--- config.mk ---
export PLATFORM = sky130hd
export DESIGN_NAME = positional_list_engine_unit
export DESIGN_NICKNAME = d
export VERILOG_FILES = /design/src/rtl/ple_pkg.sv /design/src/rtl/ple_ram.sv /design/src/rtl/ple_ctrl.sv /design/src/rtl/ple_dp.sv /design/src/rtl/positional_list_engine_unit.sv
export SDC_FILE = /design/constraint.sdc
export NUM_CORES = 1
export LEC_CHECK = 0
export BUFFER_PORTS_ARGS = -buffer_cell sky130_fd_sc_hd__clkbuf_2
export CAP_MARGIN = 40
export CORE_AREA = 8 8 243 245
export DETAILED_ROUTE_END_ITERATION = 8
export DIE_AREA = 0 0 251 253
export MAX_ROUTING_LAYER = met4
export PLACE_DENSITY = 0.65
export SETUP_SLACK_MARGIN = 0.5
export SLEW_MARGIN = 5
export SYNTH_ARGS = -nofsm -noshare
export SYNTH_HDL_FRONTEND = slang
export SYNTH_SLANG_ARGS = --single-unit
--- constraint.sdc ---
create_clock -name clk_i -period 5.65 [get_ports clk_i]
set_clock_uncertainty 0.1 [all_clocks]
set_input_delay 0.565 -clock clk_i [delete_from_list [all_inputs] [get_ports clk_i]]
set_output_delay 0.565 -clock clk_i [all_outputs]
set_load 0.02 [all_outputs]
--- src/rtl/ple_pkg.sv ---
// Shared types and codes for the positional list engine.
// Holds command codes, status codes, field widths and the controller/datapath structs.
// No dependencies.
package ple_pkg;

  // Widths fixed by the item format
  localparam int unsigned ValueW   = 32;
  localparam int unsigned KindW    = 3;
  localparam int unsigned StatusW  = 2;
  localparam int unsigned OutDataW = 40;

  // Command codes carried on the input tuser
  typedef enum logic [KindW-1:0] {
    KIND_INS_FRONT = 3'd0,
    KIND_INS_END   = 3'd1,
    KIND_INS_POS   = 3'd2,
    KIND_DEL_FRONT = 3'd3,
    KIND_DEL_END   = 3'd4,
    KIND_DEL_POS   = 3'd5,
    KIND_LIST      = 3'd6
  } kind_e;

  // Result status codes
  typedef enum logic [StatusW-1:0] {
    ST_OK    = 2'd0,
    ST_EMPTY = 2'd1,
    ST_RANGE = 2'd2,
    ST_FULL  = 2'd3
  } status_e;

  // Element store read address select
  typedef enum logic [1:0] {
    RD_PTR  = 2'd0,
    RD_PREV = 2'd1,
    RD_NEXT = 2'd2
  } rd_sel_e;

  // Result source select
  typedef enum logic [1:0] {
    EMIT_ERR  = 2'd0,
    EMIT_OK   = 2'd1,
    EMIT_TAKE = 2'd2,
    EMIT_LIST = 2'd3
  } emit_sel_e;

  // Controller to datapath commands
  typedef struct packed {
    logic      accept;
    logic      setup;
    logic      rd_en;
    rd_sel_e   rd_sel;
    logic      wr_shift;
    logic      wr_new;
    logic      ptr_inc;
    logic      ptr_dec;
    logic      cnt_inc;
    logic      cnt_dec;
    logic      cap_removed;
    logic      emit;
    emit_sel_e emit_sel;
  } cmd_t;

  // Datapath to controller status
  typedef struct packed {
    logic [KindW-1:0] kind;
    logic             chk_ok;
    logic             sh_more;
    logic             dl_more;
    logic             ls_last;
    logic             out_free;
  } sts_t;

endpackage

--- src/rtl/ple_ram.sv ---
// Generic single-write, single-read RAM with registered read data.
// No dependencies.
module ple_ram #(
  parameter int unsigned WIDTH = 32,
  parameter int unsigned DEPTH = 16
) (
  input  logic                     clk_i,
  input  logic                     we_i,
  input  logic [$clog2(DEPTH)-1:0] waddr_i,
  input  logic [WIDTH-1:0]         wdata_i,
  input  logic                     re_i,
  input  logic [$clog2(DEPTH)-1:0] raddr_i,
  output logic [WIDTH-1:0]         rdata_o
);

  logic [WIDTH-1:0] mem_q [DEPTH];
  logic [WIDTH-1:0] rdata_q;

  // Write port
  always_ff @(posedge clk_i) begin
    if (we_i) begin
      mem_q[waddr_i] <= wdata_i;
    end
  end

  // Registered read port, holds while not enabled
  always_ff @(posedge clk_i) begin
    if (re_i) begin
      rdata_q <= mem_q[raddr_i];
    end
  end

  assign rdata_o = rdata_q;

endmodule

--- src/rtl/ple_ctrl.sv ---
// Controller state machine for the positional list engine.
// Sequences checks, shift loops, listing and result transfers; depends on ple_pkg.
module ple_ctrl
  import ple_pkg::*;
(
  input  logic clk_i,
  input  logic rst_ni,
  input  logic in_valid_i,
  output logic in_ready_o,
  input  sts_t sts_i,
  output cmd_t cmd_o
);

  typedef enum logic [11:0] {
    S_IDLE   = 12'b0000_0000_0001,
    S_CHECK  = 12'b0000_0000_0010,
    S_SH_RD  = 12'b0000_0000_0100,
    S_SH_WR  = 12'b0000_0000_1000,
    S_PUT    = 12'b0000_0001_0000,
    S_TK_RD  = 12'b0000_0010_0000,
    S_TK_CAP = 12'b0000_0100_0000,
    S_DL_RD  = 12'b0000_1000_0000,
    S_DL_WR  = 12'b0001_0000_0000,
    S_TK_OUT = 12'b0010_0000_0000,
    S_LS_RD  = 12'b0100_0000_0000,
    S_LS_OUT = 12'b1000_0000_0000
  } state_e;

  state_e state_q, state_d;

  assign in_ready_o = (state_q == S_IDLE);

  // Next state and commands
  always_comb begin
    state_d = state_q;
    cmd_o   = '0;
    case (state_q)
      S_IDLE: begin
        if (in_valid_i) begin
          cmd_o.accept = 1'b1;
          state_d      = S_CHECK;
        end
      end
      S_CHECK: begin
        if (!sts_i.chk_ok) begin
          // Refused command: one error result
          if (sts_i.out_free) begin
            cmd_o.emit     = 1'b1;
            cmd_o.emit_sel = EMIT_ERR;
            state_d        = S_IDLE;
          end
        end else begin
          cmd_o.setup = 1'b1;
          case (sts_i.kind)
            KIND_INS_FRONT, KIND_INS_END, KIND_INS_POS: state_d = S_SH_RD;
            KIND_DEL_FRONT, KIND_DEL_END, KIND_DEL_POS: state_d = S_TK_RD;
            KIND_LIST:                                  state_d = S_LS_RD;
            default:                                    state_d = S_IDLE;
          endcase
        end
      end
      S_SH_RD: begin
        // Open a gap: move elements up one slot from the tail down
        if (sts_i.sh_more) begin
          cmd_o.rd_en  = 1'b1;
          cmd_o.rd_sel = RD_PREV;
          state_d      = S_SH_WR;
        end else begin
          state_d = S_PUT;
        end
      end
      S_SH_WR: begin
        cmd_o.wr_shift = 1'b1;
        cmd_o.ptr_dec  = 1'b1;
        state_d        = S_SH_RD;
      end
      S_PUT: begin
        if (sts_i.out_free) begin
          cmd_o.wr_new   = 1'b1;
          cmd_o.cnt_inc  = 1'b1;
          cmd_o.emit     = 1'b1;
          cmd_o.emit_sel = EMIT_OK;
          state_d        = S_IDLE;
        end
      end
      S_TK_RD: begin
        cmd_o.rd_en  = 1'b1;
        cmd_o.rd_sel = RD_PTR;
        state_d      = S_TK_CAP;
      end
      S_TK_CAP: begin
        cmd_o.cap_removed = 1'b1;
        state_d           = S_DL_RD;
      end
      S_DL_RD: begin
        // Close the gap: move elements down one slot, from the target toward the tail
        if (sts_i.dl_more) begin
          cmd_o.rd_en  = 1'b1;
          cmd_o.rd_sel = RD_NEXT;
          state_d      = S_DL_WR;
        end else begin
          state_d = S_TK_OUT;
        end
      end
      S_DL_WR: begin
        cmd_o.wr_shift = 1'b1;
        cmd_o.ptr_inc  = 1'b1;
        state_d        = S_DL_RD;
      end
      S_TK_OUT: begin
        if (sts_i.out_free) begin
          cmd_o.cnt_dec  = 1'b1;
          cmd_o.emit     = 1'b1;
          cmd_o.emit_sel = EMIT_TAKE;
          state_d        = S_IDLE;
        end
      end
      S_LS_RD: begin
        cmd_o.rd_en  = 1'b1;
        cmd_o.rd_sel = RD_PTR;
        state_d      = S_LS_OUT;
      end
      S_LS_OUT: begin
        // Read data holds until the result slot frees
        if (sts_i.out_free) begin
          cmd_o.emit     = 1'b1;
          cmd_o.emit_sel = EMIT_LIST;
          if (sts_i.ls_last) begin
            state_d = S_IDLE;
          end else begin
            cmd_o.ptr_inc = 1'b1;
            state_d       = S_LS_RD;
          end
        end
      end
      default: begin
        state_d = S_IDLE;
      end
    endcase
  end

  always_ff @(posedge clk_i or negedge rst_ni) begin
    if (!rst_ni) begin
      state_q <= S_IDLE;
    end else begin
      state_q <= state_d;
    end
  end

endmodule

--- src/rtl/ple_dp.sv ---
// Datapath for the positional list engine: command registers, element count,
// walk pointer, element store and result register; depends on ple_pkg and ple_ram.
module ple_dp
  import ple_pkg::*;
#(
  parameter int unsigned DEPTH = 16,
  parameter int unsigned PosW  = $clog2(DEPTH + 2)
) (
  input  logic                clk_i,
  input  logic                rst_ni,
  input  logic [KindW-1:0]    in_kind_i,
  input  logic [ValueW-1:0]   in_value_i,
  input  logic [PosW-1:0]     in_pos_i,
  input  cmd_t                cmd_i,
  output sts_t                sts_o,
  output logic                out_valid_o,
  input  logic                out_ready_i,
  output logic [StatusW-1:0]  out_status_o,
  output logic [ValueW-1:0]   out_item_o,
  output logic                out_last_o
);

  localparam int unsigned CntW = $clog2(DEPTH + 1);
  localparam int unsigned IdxW = $clog2(DEPTH);

  logic [KindW-1:0]   kind_q;
  logic [ValueW-1:0]  value_q;
  logic [PosW-1:0]    pos_q;
  logic [CntW-1:0]    count_q, count_d;
  logic [IdxW-1:0]    ptr_q, ptr_d;
  logic [IdxW-1:0]    idx_q, idx_d;
  logic [ValueW-1:0]  removed_q;
  logic               out_valid_q, out_valid_d;
  logic [StatusW-1:0] out_status_q, out_status_d;
  logic [ValueW-1:0]  out_item_q, out_item_d;
  logic               out_last_q, out_last_d;

  status_e            chk_status;
  logic               full, empty, pos_bad_ins, pos_bad_del;
  logic [PosW-1:0]    cnt_pos;
  logic [CntW-1:0]    ptr_cnt;
  logic [IdxW-1:0]    raddr;
  logic [IdxW-1:0]    waddr;
  logic [ValueW-1:0]  wdata;
  logic [ValueW-1:0]  rdata;
  logic               ls_last;
  logic               out_free;

  // Latch the command on transfer
  always_ff @(posedge clk_i) begin
    if (cmd_i.accept) begin
      kind_q  <= in_kind_i;
      value_q <= in_value_i;
      pos_q   <= in_pos_i;
    end
  end

  // Command checks
  assign full        = (count_q == CntW'(DEPTH));
  assign empty       = (count_q == '0);
  assign cnt_pos     = PosW'(count_q);
  assign pos_bad_ins = (pos_q == '0) || (pos_q > cnt_pos + PosW'(1));
  assign pos_bad_del = (pos_q == '0) || (pos_q > cnt_pos);

  always_comb begin
    chk_status = ST_OK;
    idx_d      = '0;
    case (kind_q)
      KIND_INS_FRONT: begin
        chk_status = full ? ST_FULL : ST_OK;
        idx_d      = '0;
      end
      KIND_INS_END: begin
        chk_status = full ? ST_FULL : ST_OK;
        idx_d      = IdxW'(count_q);
      end
      KIND_INS_POS: begin
        if (empty) begin
          chk_status = ST_EMPTY;
        end else if (full) begin
          chk_status = ST_FULL;
        end else if (pos_bad_ins) begin
          chk_status = ST_RANGE;
        end
        idx_d = IdxW'(pos_q - PosW'(1));
      end
      KIND_DEL_FRONT: begin
        chk_status = empty ? ST_EMPTY : ST_OK;
        idx_d      = '0;
      end
      KIND_DEL_END: begin
        chk_status = empty ? ST_EMPTY : ST_OK;
        idx_d      = IdxW'(count_q - CntW'(1));
      end
      KIND_DEL_POS: begin
        if (empty) begin
          chk_status = ST_EMPTY;
        end else if (pos_bad_del) begin
          chk_status = ST_RANGE;
        end
        idx_d = IdxW'(pos_q - PosW'(1));
      end
      KIND_LIST: begin
        chk_status = empty ? ST_EMPTY : ST_OK;
      end
      default: begin
        chk_status = ST_OK;
      end
    endcase
  end

  // Walk pointer: inserts start at the tail, deletes at the target, listing at the front
  always_comb begin
    ptr_d = ptr_q;
    if (cmd_i.setup) begin
      case (kind_q)
        KIND_INS_FRONT, KIND_INS_END, KIND_INS_POS: ptr_d = IdxW'(count_q);
        KIND_LIST:                                  ptr_d = '0;
        default:                                    ptr_d = idx_d;
      endcase
    end else if (cmd_i.ptr_inc) begin
      ptr_d = ptr_q + IdxW'(1);
    end else if (cmd_i.ptr_dec) begin
      ptr_d = ptr_q - IdxW'(1);
    end
  end

  always_ff @(posedge clk_i) begin
    ptr_q <= ptr_d;
    if (cmd_i.setup) begin
      idx_q <= idx_d;
    end
    if (cmd_i.cap_removed) begin
      removed_q <= rdata;
    end
  end

  // Element count
  always_comb begin
    count_d = count_q;
    if (cmd_i.cnt_inc) begin
      count_d = count_q + CntW'(1);
    end else if (cmd_i.cnt_dec) begin
      count_d = count_q - CntW'(1);
    end
  end

  always_ff @(posedge clk_i or negedge rst_ni) begin
    if (!rst_ni) begin
      count_q <= '0;
    end else begin
      count_q <= count_d;
    end
  end

  // Element store
  always_comb begin
    case (cmd_i.rd_sel)
      RD_PTR:  raddr = ptr_q;
      RD_PREV: raddr = ptr_q - IdxW'(1);
      RD_NEXT: raddr = ptr_q + IdxW'(1);
      default: raddr = ptr_q;
    endcase
  end

  assign waddr = cmd_i.wr_new ? idx_q : ptr_q;
  assign wdata = cmd_i.wr_new ? value_q : rdata;

  ple_ram #(
    .WIDTH (ValueW),
    .DEPTH (DEPTH)
  ) u_store (
    .clk_i   (clk_i),
    .we_i    (cmd_i.wr_shift | cmd_i.wr_new),
    .waddr_i (waddr),
    .wdata_i (wdata),
    .re_i    (cmd_i.rd_en),
    .raddr_i (raddr),
    .rdata_o (rdata)
  );

  // Result register
  assign ptr_cnt  = CntW'(ptr_q);
  assign ls_last  = (ptr_cnt + CntW'(1) == count_q);
  assign out_free = !out_valid_q || out_ready_i;

  always_comb begin
    out_valid_d  = out_valid_q && !out_ready_i;
    out_status_d = out_status_q;
    out_item_d   = out_item_q;
    out_last_d   = out_last_q;
    if (cmd_i.emit) begin
      out_valid_d = 1'b1;
      out_last_d  = 1'b1;
      case (cmd_i.emit_sel)
        EMIT_ERR: begin
          out_status_d = chk_status;
          out_item_d   = '0;
        end
        EMIT_OK: begin
          out_status_d = ST_OK;
          out_item_d   = '0;
        end
        EMIT_TAKE: begin
          out_status_d = ST_OK;
          out_item_d   = removed_q;
        end
        EMIT_LIST: begin
          out_status_d = ST_OK;
          out_item_d   = rdata;
          out_last_d   = ls_last;
        end
        default: begin
          out_status_d = ST_OK;
          out_item_d   = '0;
        end
      endcase
    end
  end

  always_ff @(posedge clk_i or negedge rst_ni) begin
    if (!rst_ni) begin
      out_valid_q <= 1'b0;
    end else begin
      out_valid_q <= out_valid_d;
    end
  end

  always_ff @(posedge clk_i) begin
    out_status_q <= out_status_d;
    out_item_q   <= out_item_d;
    out_last_q   <= out_last_d;
  end

  // Status to controller
  assign sts_o.kind     = kind_q;
  assign sts_o.chk_ok   = (chk_status == ST_OK);
  assign sts_o.sh_more  = (ptr_q > idx_q);
  assign sts_o.dl_more  = (ptr_cnt + CntW'(1) < count_q);
  assign sts_o.ls_last  = ls_last;
  assign sts_o.out_free = out_free;

  assign out_valid_o  = out_valid_q;
  assign out_status_o = out_status_q;
  assign out_item_o   = out_item_q;
  assign out_last_o   = out_last_q;

endmodule

--- src/rtl/positional_list_engine_unit.sv ---
// Top level of the positional list engine: stream ports, controller and datapath.
// Depends on ple_pkg, ple_ctrl, ple_dp (which holds the ple_ram element store).
//
//   Channel   Dir  Transfer when          Contents
//   s_axis    in   tvalid & tready        tdata: value, position; tuser: kind
//   m_axis    out  tvalid & tready        tdata: status, item; tlast: last
//
// One command is taken at a time; tready is high only while the engine is idle.
// A refused command gets its error result from the check. An insert moves m
// elements up one slot and a delete moves m elements down (m at most DEPTH-1),
// a listing reads out n elements; each moved element is a store read and a write.
// A held result stalls the engine only at its next result.
// Reset clears the element count and the result valid; the store needs no clearing.
module positional_list_engine_unit
  import ple_pkg::*;
#(
  parameter  int unsigned DEPTH   = 16,
  localparam int unsigned PosW    = $clog2(DEPTH + 2),
  localparam int unsigned InDataW = ((ValueW + PosW + 7) / 8) * 8
) (
  input  logic                clk_i,
  input  logic                rst_ni,
  input  logic                s_axis_tvalid_i,
  output logic                s_axis_tready_o,
  input  logic [InDataW-1:0]  s_axis_tdata_i,   // value[31:0], position, zero pad
  input  logic [KindW-1:0]    s_axis_tuser_i,   // kind
  output logic                m_axis_tvalid_o,
  input  logic                m_axis_tready_i,
  output logic [OutDataW-1:0] m_axis_tdata_o,   // status[1:0], item[33:2], zero pad
  output logic                m_axis_tlast_o
);

  cmd_t               cmd;
  sts_t               sts;
  logic [StatusW-1:0] out_status;
  logic [ValueW-1:0]  out_item;

  ple_ctrl u_ctrl (
    .clk_i      (clk_i),
    .rst_ni     (rst_ni),
    .in_valid_i (s_axis_tvalid_i),
    .in_ready_o (s_axis_tready_o),
    .sts_i      (sts),
    .cmd_o      (cmd)
  );

  ple_dp #(
    .DEPTH (DEPTH),
    .PosW  (PosW)
  ) u_dp (
    .clk_i        (clk_i),
    .rst_ni       (rst_ni),
    .in_kind_i    (s_axis_tuser_i),
    .in_value_i   (s_axis_tdata_i[ValueW-1:0]),
    .in_pos_i     (s_axis_tdata_i[ValueW +: PosW]),
    .cmd_i        (cmd),
    .sts_o        (sts),
    .out_valid_o  (m_axis_tvalid_o),
    .out_ready_i  (m_axis_tready_i),
    .out_status_o (out_status),
    .out_item_o   (out_item),
    .out_last_o   (m_axis_tlast_o)
  );

  // Pack the result payload
  assign m_axis_tdata_o = {(OutDataW - StatusW - ValueW)'(0), out_item, out_status};

endmodule
==> impl_results.md, run 1 <==
* Share of total power in the clock network at 0.385
* Logic pwr share at 0.115
* Area of the core at 55500 um^2
* Overall die width at ~250 um
* Clock tree buffer depth at 3
* Cell count after synthesis at about 1400
* EDFF count, synth at roughly 660
* Yosys top cell area share at 0.725
* Commonest cells after routing, fill and taps aside: 659 x edfxtp_1, 128 x mux4_2, 118 x nand2_1
* 1st-iter DRT viols at about 1300
* Critical path arrival at 5.00 ns
* CTS buffer count at 72
* Routed Antenna Nets at 0
* # port buffers at 80
* Post-CTS sizing at 0
* Post-route worst setup slack at around 0.89 ns
* Reg clk slew, reported paths at around 0.060 ns
* Main synth FF type: edfxtp_1
* Drt wl/cell at about 26 um
* Commonest non-fill, non-tap cell in the layout: edfxtp_1
* Int Pwr at around 8.8 mW
* Total grt overflow at 0
* Crit start category: register
* Post-layout min period at ~4.8 ns
* Post-synthesis cell type count at slightly below 70
* Total negative slack at 0 ns
* Sink Count at roughly 680
* Peak supply drop at ~0.00020 V
* Starting Density at 0.492
* Setup WS pre-CTS at 0.767 ns
* Drc violations at 0
* Area grow syn2layout at 14.7%
* Util after Layout at 0.564
* YS warnings at 0
* Synth area leaders: edfxtp_1 72%, mux4_2 11%, mux2i_1 3.7%, nand2_1 1.6%, dfrtp_1 1.6%
* Sequential power share at 0.500
* Synthesis-stage register bit count at 677
* DR pass1 iterations at 7
* Avg Cell Area, Syn at about 19 um^2
* Critical path peak fanout at 20
* First-pass GRT wire length at approximately 90000 um
* Switching power at between 2 and 3 mW
* Fraction of layout cells with a size suffix above 1 at 0.247
* Crit Path Category: reg2reg
* RSZ-0062 raised after global routing: false
* Clock Latency Late Sink at ~0.62 ns
* Depth of the CTS H-tree at 3
* Std cell rows at a little under 90
* Final setup vio count at 0
* Die area at about 64000 um^2
* Hold Vio Cnt, Final at 0
* Max-Cap Viols at 0
* Seq/Total Area, Yosys at 0.741
* Vias at around 14000
* Non-Filler Instances at around 2300
* Tot GR Track Use at 0.196
* Synth async-reset ratio at 0.0266
* Slew at the pin closest to its max-slew limit at roughly 1 ns
* PwrDens at about 370 nW/um^2
* HPWL after DPL at approximately 34000 um
* CP endpoint kind: register
* Critical path required time at a little under 6 ns
* # diodes at 0
* Worst Hold Class: in2reg
* Top cell type by total area after synthesis: edfxtp_1
* IO Count at 90
* Pwr Total at 11.6 mW
* Slew margin rel. at 0.333
* DP Cell Count at ~2200
* Largest net degree at the start of global routing at 68
* Outcome: complete, no violations
* FMAX at approximately 210 MHz
* Final #Nets at 1652
* Synth Cell Area at around 27000 um^2
* Chip Height at ~250 um
* Switch share at 0.239
* Final worst-path cycle share at 0.843
* Static Leakage at roughly 11 nW
* Pins Over Slew Limit at 0
* Vias per inst at ~5.9
* GP Congestion at around 0.85
* TritonCTS clock tree: yes
* Number of global-route vias before repair at approximately 14000
* Root Buffer Master: clkbuf_16
* Initial antenna violation count at 0
* Detailed Route WL at between 60000 and 70000 um
[cells by family after synthesis]
family | after synthesis | synth area share
muxes | 229 | 0.143
other | 1 | 0.000137
adders and majority gates | 27 | 0.0124
DFF | 677 | 0.741
and+or+nand+nor | 256 | 0.0469
buffers and inverters | 103 | 0.0171
AOI/OAI and AO/OA | 125 | 0.0340
xor gates and xnor gates | 18 | 0.00577
[metrics by stage]
stage	area, um^2	hold slack, ns
after CTS	31300	0.00237
after floorplan	27300	0.169
after global routing	31300	0.0162
final	31300	0.0344
after global placement	28900	0.359
after detailed placement	29000	0.370
[power groups by stage]
stage               logic, mW  registers (mW)  clock network (mW)
global placement         1.30            5.88                   0
CTS                      1.33            5.78                4.54
detailed placement       1.33            5.88                   0
floorplan               0.994            5.83                   0
finish                   1.33            5.78                4.44
global route             1.45            5.79                4.73
[cells in the mapped netlist (4+ instances only)]
master and n:
a22oi_1 4, nand3_1 14, clkbuf_1 39, inv_1 24, and3_1 6, o211ai_1 7, nor2b_1 6, nor2_1 42
xnor2_1 12, buf_4 9, nand4_1 6, mux2i_1 101, a22o_1 34, nor4b_1 4, o21ai_0 13, edfxtp_1 659
nor4_1 4, a21oi_1 28, mux4_2 128, ha_1 27, nor3_1 16, buf_2 26, or2_2 4, nand2_1 119
dfrtp_1 17, o22ai_1 4, xor2_1 6, or4_1 6, o21a_1 5
[path summary, 6_finish.rpt]
check	from	to	slack, ns	cells after the start
hold reg to reg	u_dp.u_store.rdata_o[21]	u_dp.removed_q[21]	0.38	0
max in group asynchronous	rst_ni	u_ctrl.state_q[0]	4.76	2
setup reg to reg	u_dp.ptr_q[1]	u_dp.u_store.rdata_o[5]	0.89	14
min in group asynchronous	rst_ni	u_dp.cnt_pos[0]	0.34	2
setup / recovery	u_dp.ptr_q[1]	u_dp.u_store.rdata_o[5]	0.89	14
hold / removal	s_axis_tuser_i[1]	u_dp.kind_q[1]	0.03	1
[per-layer routing]
metal	GRT usage	vias to the layer above	routed length, um
li1	-	6083	-
met1	0.265	7250	26600
met2	0.313	407	29800
met3	0.0295	75	3310
met4	0.0504	0	999
met5	-	-	0
[flip-flops by register name, summed over array words and instances (netlist names)]
signal and count:
u_dp.removed_q 32, u_dp.kind_q 3, u_dp.u_store.rdata_o 32, u_dp.out_last_o 1, u_dp.pos_q 5, u_dp.u_store.mem_q 512
u_dp.out_item_o 32, u_ctrl.state_q 12, u_dp.ptr_q 4, u_dp.cnt_pos 5, u_dp.out_valid_o 1, u_dp.out_status_o 2
u_dp.value_q 32, u_dp.idx_q 4
[timing repair]
action                                 4_1_cts  5_1_grt
hold buffers                                 7        0
setup buffers                                0        6
endpoints found under the hold margin       23        0
setup endpoints to repair                    0        4
[layout make-up]
type	count	area, um^2
sequential	677	20200
fill	4149	24200
clock buffer	89	1910
timing repair buffer	141	1060
tap	712	891
inverter	25	93.8
clock inverter	38	300
multi-input combinational	661	6820
[worst max-delay path, stage by stage, from the launching register on]
cell	delay [ns]
edfxtp_1	0.56
ha_1	0.37
nor2b_1	0.13
o21a_1	0.11
o21a_1	0.10
o21ai_0	0.22
nor4_1	0.48
ha_1	0.40
nor4b_1	0.34
a211oi_1	0.10
a311o_1	0.33
nand2_4	0.40
buf_4	0.45
mux2i_1	0.28
mux2i_1	0.10
Note: power is estimated with default switching activity, not from simulation.
==> run 2: changes to the inputs <==
- clock period: 5.65 -> 4.55 ns (I/O delays scaled with it)
==> run 2 against run 1 <==
- register-to-register slack got worse by 0.34 ns
- die area unchanged
- design area increased by 5.5%
- sequential power rose by 24%
- sequential share of layout area shrank 3.4 points
==> impl_results.md, run 2 (synthesized netlist as in run 1, its figures left out) <==
* Area grow syn2layout at 21.0% (was 14.7%)
* Critical path peak fanout at 8 (was 20)
* RSZ-0062 raised after global routing: true (was false)
* Max-Cap Viols at 0 (unchanged)
* Worst Hold Class: in2async (was in2reg)
* 1st-iter DRT viols at 1369 (was 1270)
* # port buffers at 80 (unchanged)
* Worst reg2reg path depth at 18 (was 14)
* Std cell rows at 87 (unchanged)
* FMAX at 250 MHz (was 210 MHz)
* CTS buffer count at 72 (unchanged)
* Area of the core at 55500 um^2 (unchanged)
* PwrDens at 448 nW/um^2 (was 369 nW/um^2)
* Peak supply drop at 0.000320 V (was 0.000198 V)
* Drt wl/cell at 26.2 um (was 25.9 um)
* Crit Path Category: reg2reg (unchanged)
* Post-layout min period at 4.00 ns (was 4.76 ns)
* Hold Vio Cnt, Final at 0 (unchanged)
* Overall die width at 251 um (unchanged)
* GP Congestion at 0.813 (was 0.850)
* Static Leakage at 11.5 nW (was 10.7 nW)
* Final worst-path cycle share at 0.879 (was 0.843)
* Tot GR Track Use at 0.202 (was 0.196)
* Die area at 63500 um^2 (unchanged)
* Final setup vio count at 0 (unchanged)
* Total negative slack at 0 ns (unchanged)
* Root Buffer Master: clkbuf_16 (unchanged)
* Detailed Route WL at 64300 um (was 60700 um)
* CP endpoint kind: register (unchanged)
* Critical path arrival at 4.26 ns (was 5.00 ns)
* Slew margin rel. at 0.318 (was 0.333)
* IO Count at 90 (unchanged)
* Commonest cells after routing, fill and taps aside: 659 x edfxtp_1, 128 x mux4_2, 117 x nand2_1 (was 659 x edfxtp_1, 128 x mux4_2, 118 x nand2_1)
* Largest net degree at the start of global routing at 36 (was 68)
* Starting Density at 0.492 (unchanged)
* Sink Count at 677 (unchanged)
* Total grt overflow at 0 (unchanged)
* Commonest non-fill, non-tap cell in the layout: edfxtp_1 (unchanged)
* Crit start category: register (unchanged)
* HPWL after DPL at 35300 um (was 34400 um)
* # diodes at 0 (unchanged)
* Slew at the pin closest to its max-slew limit at 1.02 ns (was 1.00 ns)
* Fraction of layout cells with a size suffix above 1 at 0.295 (was 0.247)
* Clock Latency Late Sink at 0.61 ns (was 0.62 ns)
* FF-to-FF Start: u_dp.ptr_q[1] (unchanged)
* TritonCTS clock tree: yes (unchanged)
* Depth of the CTS H-tree at 3 (unchanged)
* Critical path required time at 4.81 ns (was 5.89 ns)
* Outcome: complete, no violations (unchanged)
* Clock tree buffer depth at 3 (unchanged)
* Initial antenna violation count at 0 (unchanged)
* Util after Layout at 0.595 (was 0.564)
* DR pass1 iterations at 5 (was 7)
* Chip Height at 253 um (unchanged)
* Top reg by flops: u_dp.u_store.mem_q (unchanged)
* Number of global-route vias before repair at 14700 (was 14000)
* Reg clk slew, reported paths at 0.06 ns (about the same)
* Vias per inst at 5.90 (about the same)
* Max FFs per register at 512 (unchanged)
* Drc violations at 0 (unchanged)
* Vias at 14500 (was 13800)
* Routed Antenna Nets at 0 (unchanged)
* Pins Over Slew Limit at 0 (unchanged)
* Worst r2r dst: u_dp.u_store.rdata_o[14] (was u_dp.u_store.rdata_o[5])
* Reg-to-reg slack, setup at 0.55 ns (was 0.89 ns)
* Final #Nets at 1768 (was 1652)
* First-pass GRT wire length at 92800 um (was 89900 um)
run 2: per-layer routing:
layer,global-route usage,share of wire,vias to the layer above,routed length [um]
met5,-,0,-,0
met2,0.320,0.49,487,31200
met3,0.0360,0.062,114,4000
met4,0.0564,0.024,0,1570
met1,0.270,0.43,7552,27500
li1,-,-,6322,-
run 2: repair_timing:
| action | 4_1_cts | 5_1_grt |
|---|---|---|
| buffers inserted | 3 | 28 |
| gates resized for setup | 9 | 55 |
| pin swaps | 0 | 15 |
| endpoints found under the hold margin | 57 | 0 |
| cloned | 1 | 15 |
| setup endpoints to repair | 32 | 32 |
| hold buffers | 41 | 0 |
run 2: how the worst max path moves through the flow:
| stage | start | depth (start not counted) | slack (ns) | endpoint |
|---|---|---|---|---|
| final | u_dp.ptr_q[1] | 18 | 0.55 | u_dp.u_store.rdata_o[14] |
| after global routing | u_dp.ptr_q[1] | 18 | 0.34 | u_dp.u_store.rdata_o[10] |
| after CTS | u_dp.ptr_q[1] | 18 | 0.52 | u_dp.u_store.rdata_o[6] |
| after detailed placement | u_dp.ptr_q[0] | 16 | 0.30 | u_dp.u_store.rdata_o[28] |
| after global placement | u_dp.ptr_q[0] | 16 | 0.29 | u_dp.u_store.rdata_o[26] |
| after floorplan | u_dp.ptr_q[0] | 18 | 0.45 | u_dp.u_store.rdata_o[1] |
run 2: final cells by class:
cell class / instances / area [um^2]
Fill cell: 4019 / 22500
Clock buffer: 89 / 1890
Inverter: 25 / 96.3
Multi-Input combinational cell: 661 / 7060
Timing Repair Buffer: 257 / 2560
Clock inverter: 33 / 300
Tap cell: 712 / 891
Sequential cell: 677 / 20200
run 2: where the power goes:
| part | leakage, nW | internal, mW | switching [mW] |
|---|---|---|---|
| combinational | 4.17 | 1.00 | 1.07 |
| sequential | 6.23 | 7.04 | 0.135 |
| clock | 1.07 | 3.22 | 2.32 |
run 2: worst max-delay path: stages (launching register included):
cell      delay [ns]
edfxtp_1        0.50
ha_4            0.32
nor2b_4         0.12
o21a_1          0.11
o21a_1          0.13
o21ai_2         0.07
buf_6           0.13
nor4_4          0.33
buf_4           0.19
ha_4            0.15
buf_6           0.11
nor4b_4         0.21
a211oi_2        0.06
a311o_1         0.38
nand2_4         0.15
buf_12          0.15
buf_6           0.20
mux2i_1         0.22
mux2i_1         0.10
run 2: metrics by stage:
step | setup WS [ns] | power [mW] | area (um^2) | std cells | hold slack [ns]
CTS | 0.520 | 14.6 | 32200 | 2411 | 0.232
floorplan | 0.448 | 8.48 | 27400 | 1441 | 0.0594
global route | 0.336 | 15.3 | 33000 | 2454 | 0.273
finish | 0.550 | 14.8 | 33000 | 2454 | 0.254
global placement | 0.287 | 9.01 | 29400 | 2238 | 0.339
detailed placement | 0.299 | 9.04 | 29500 | 2244 | 0.339
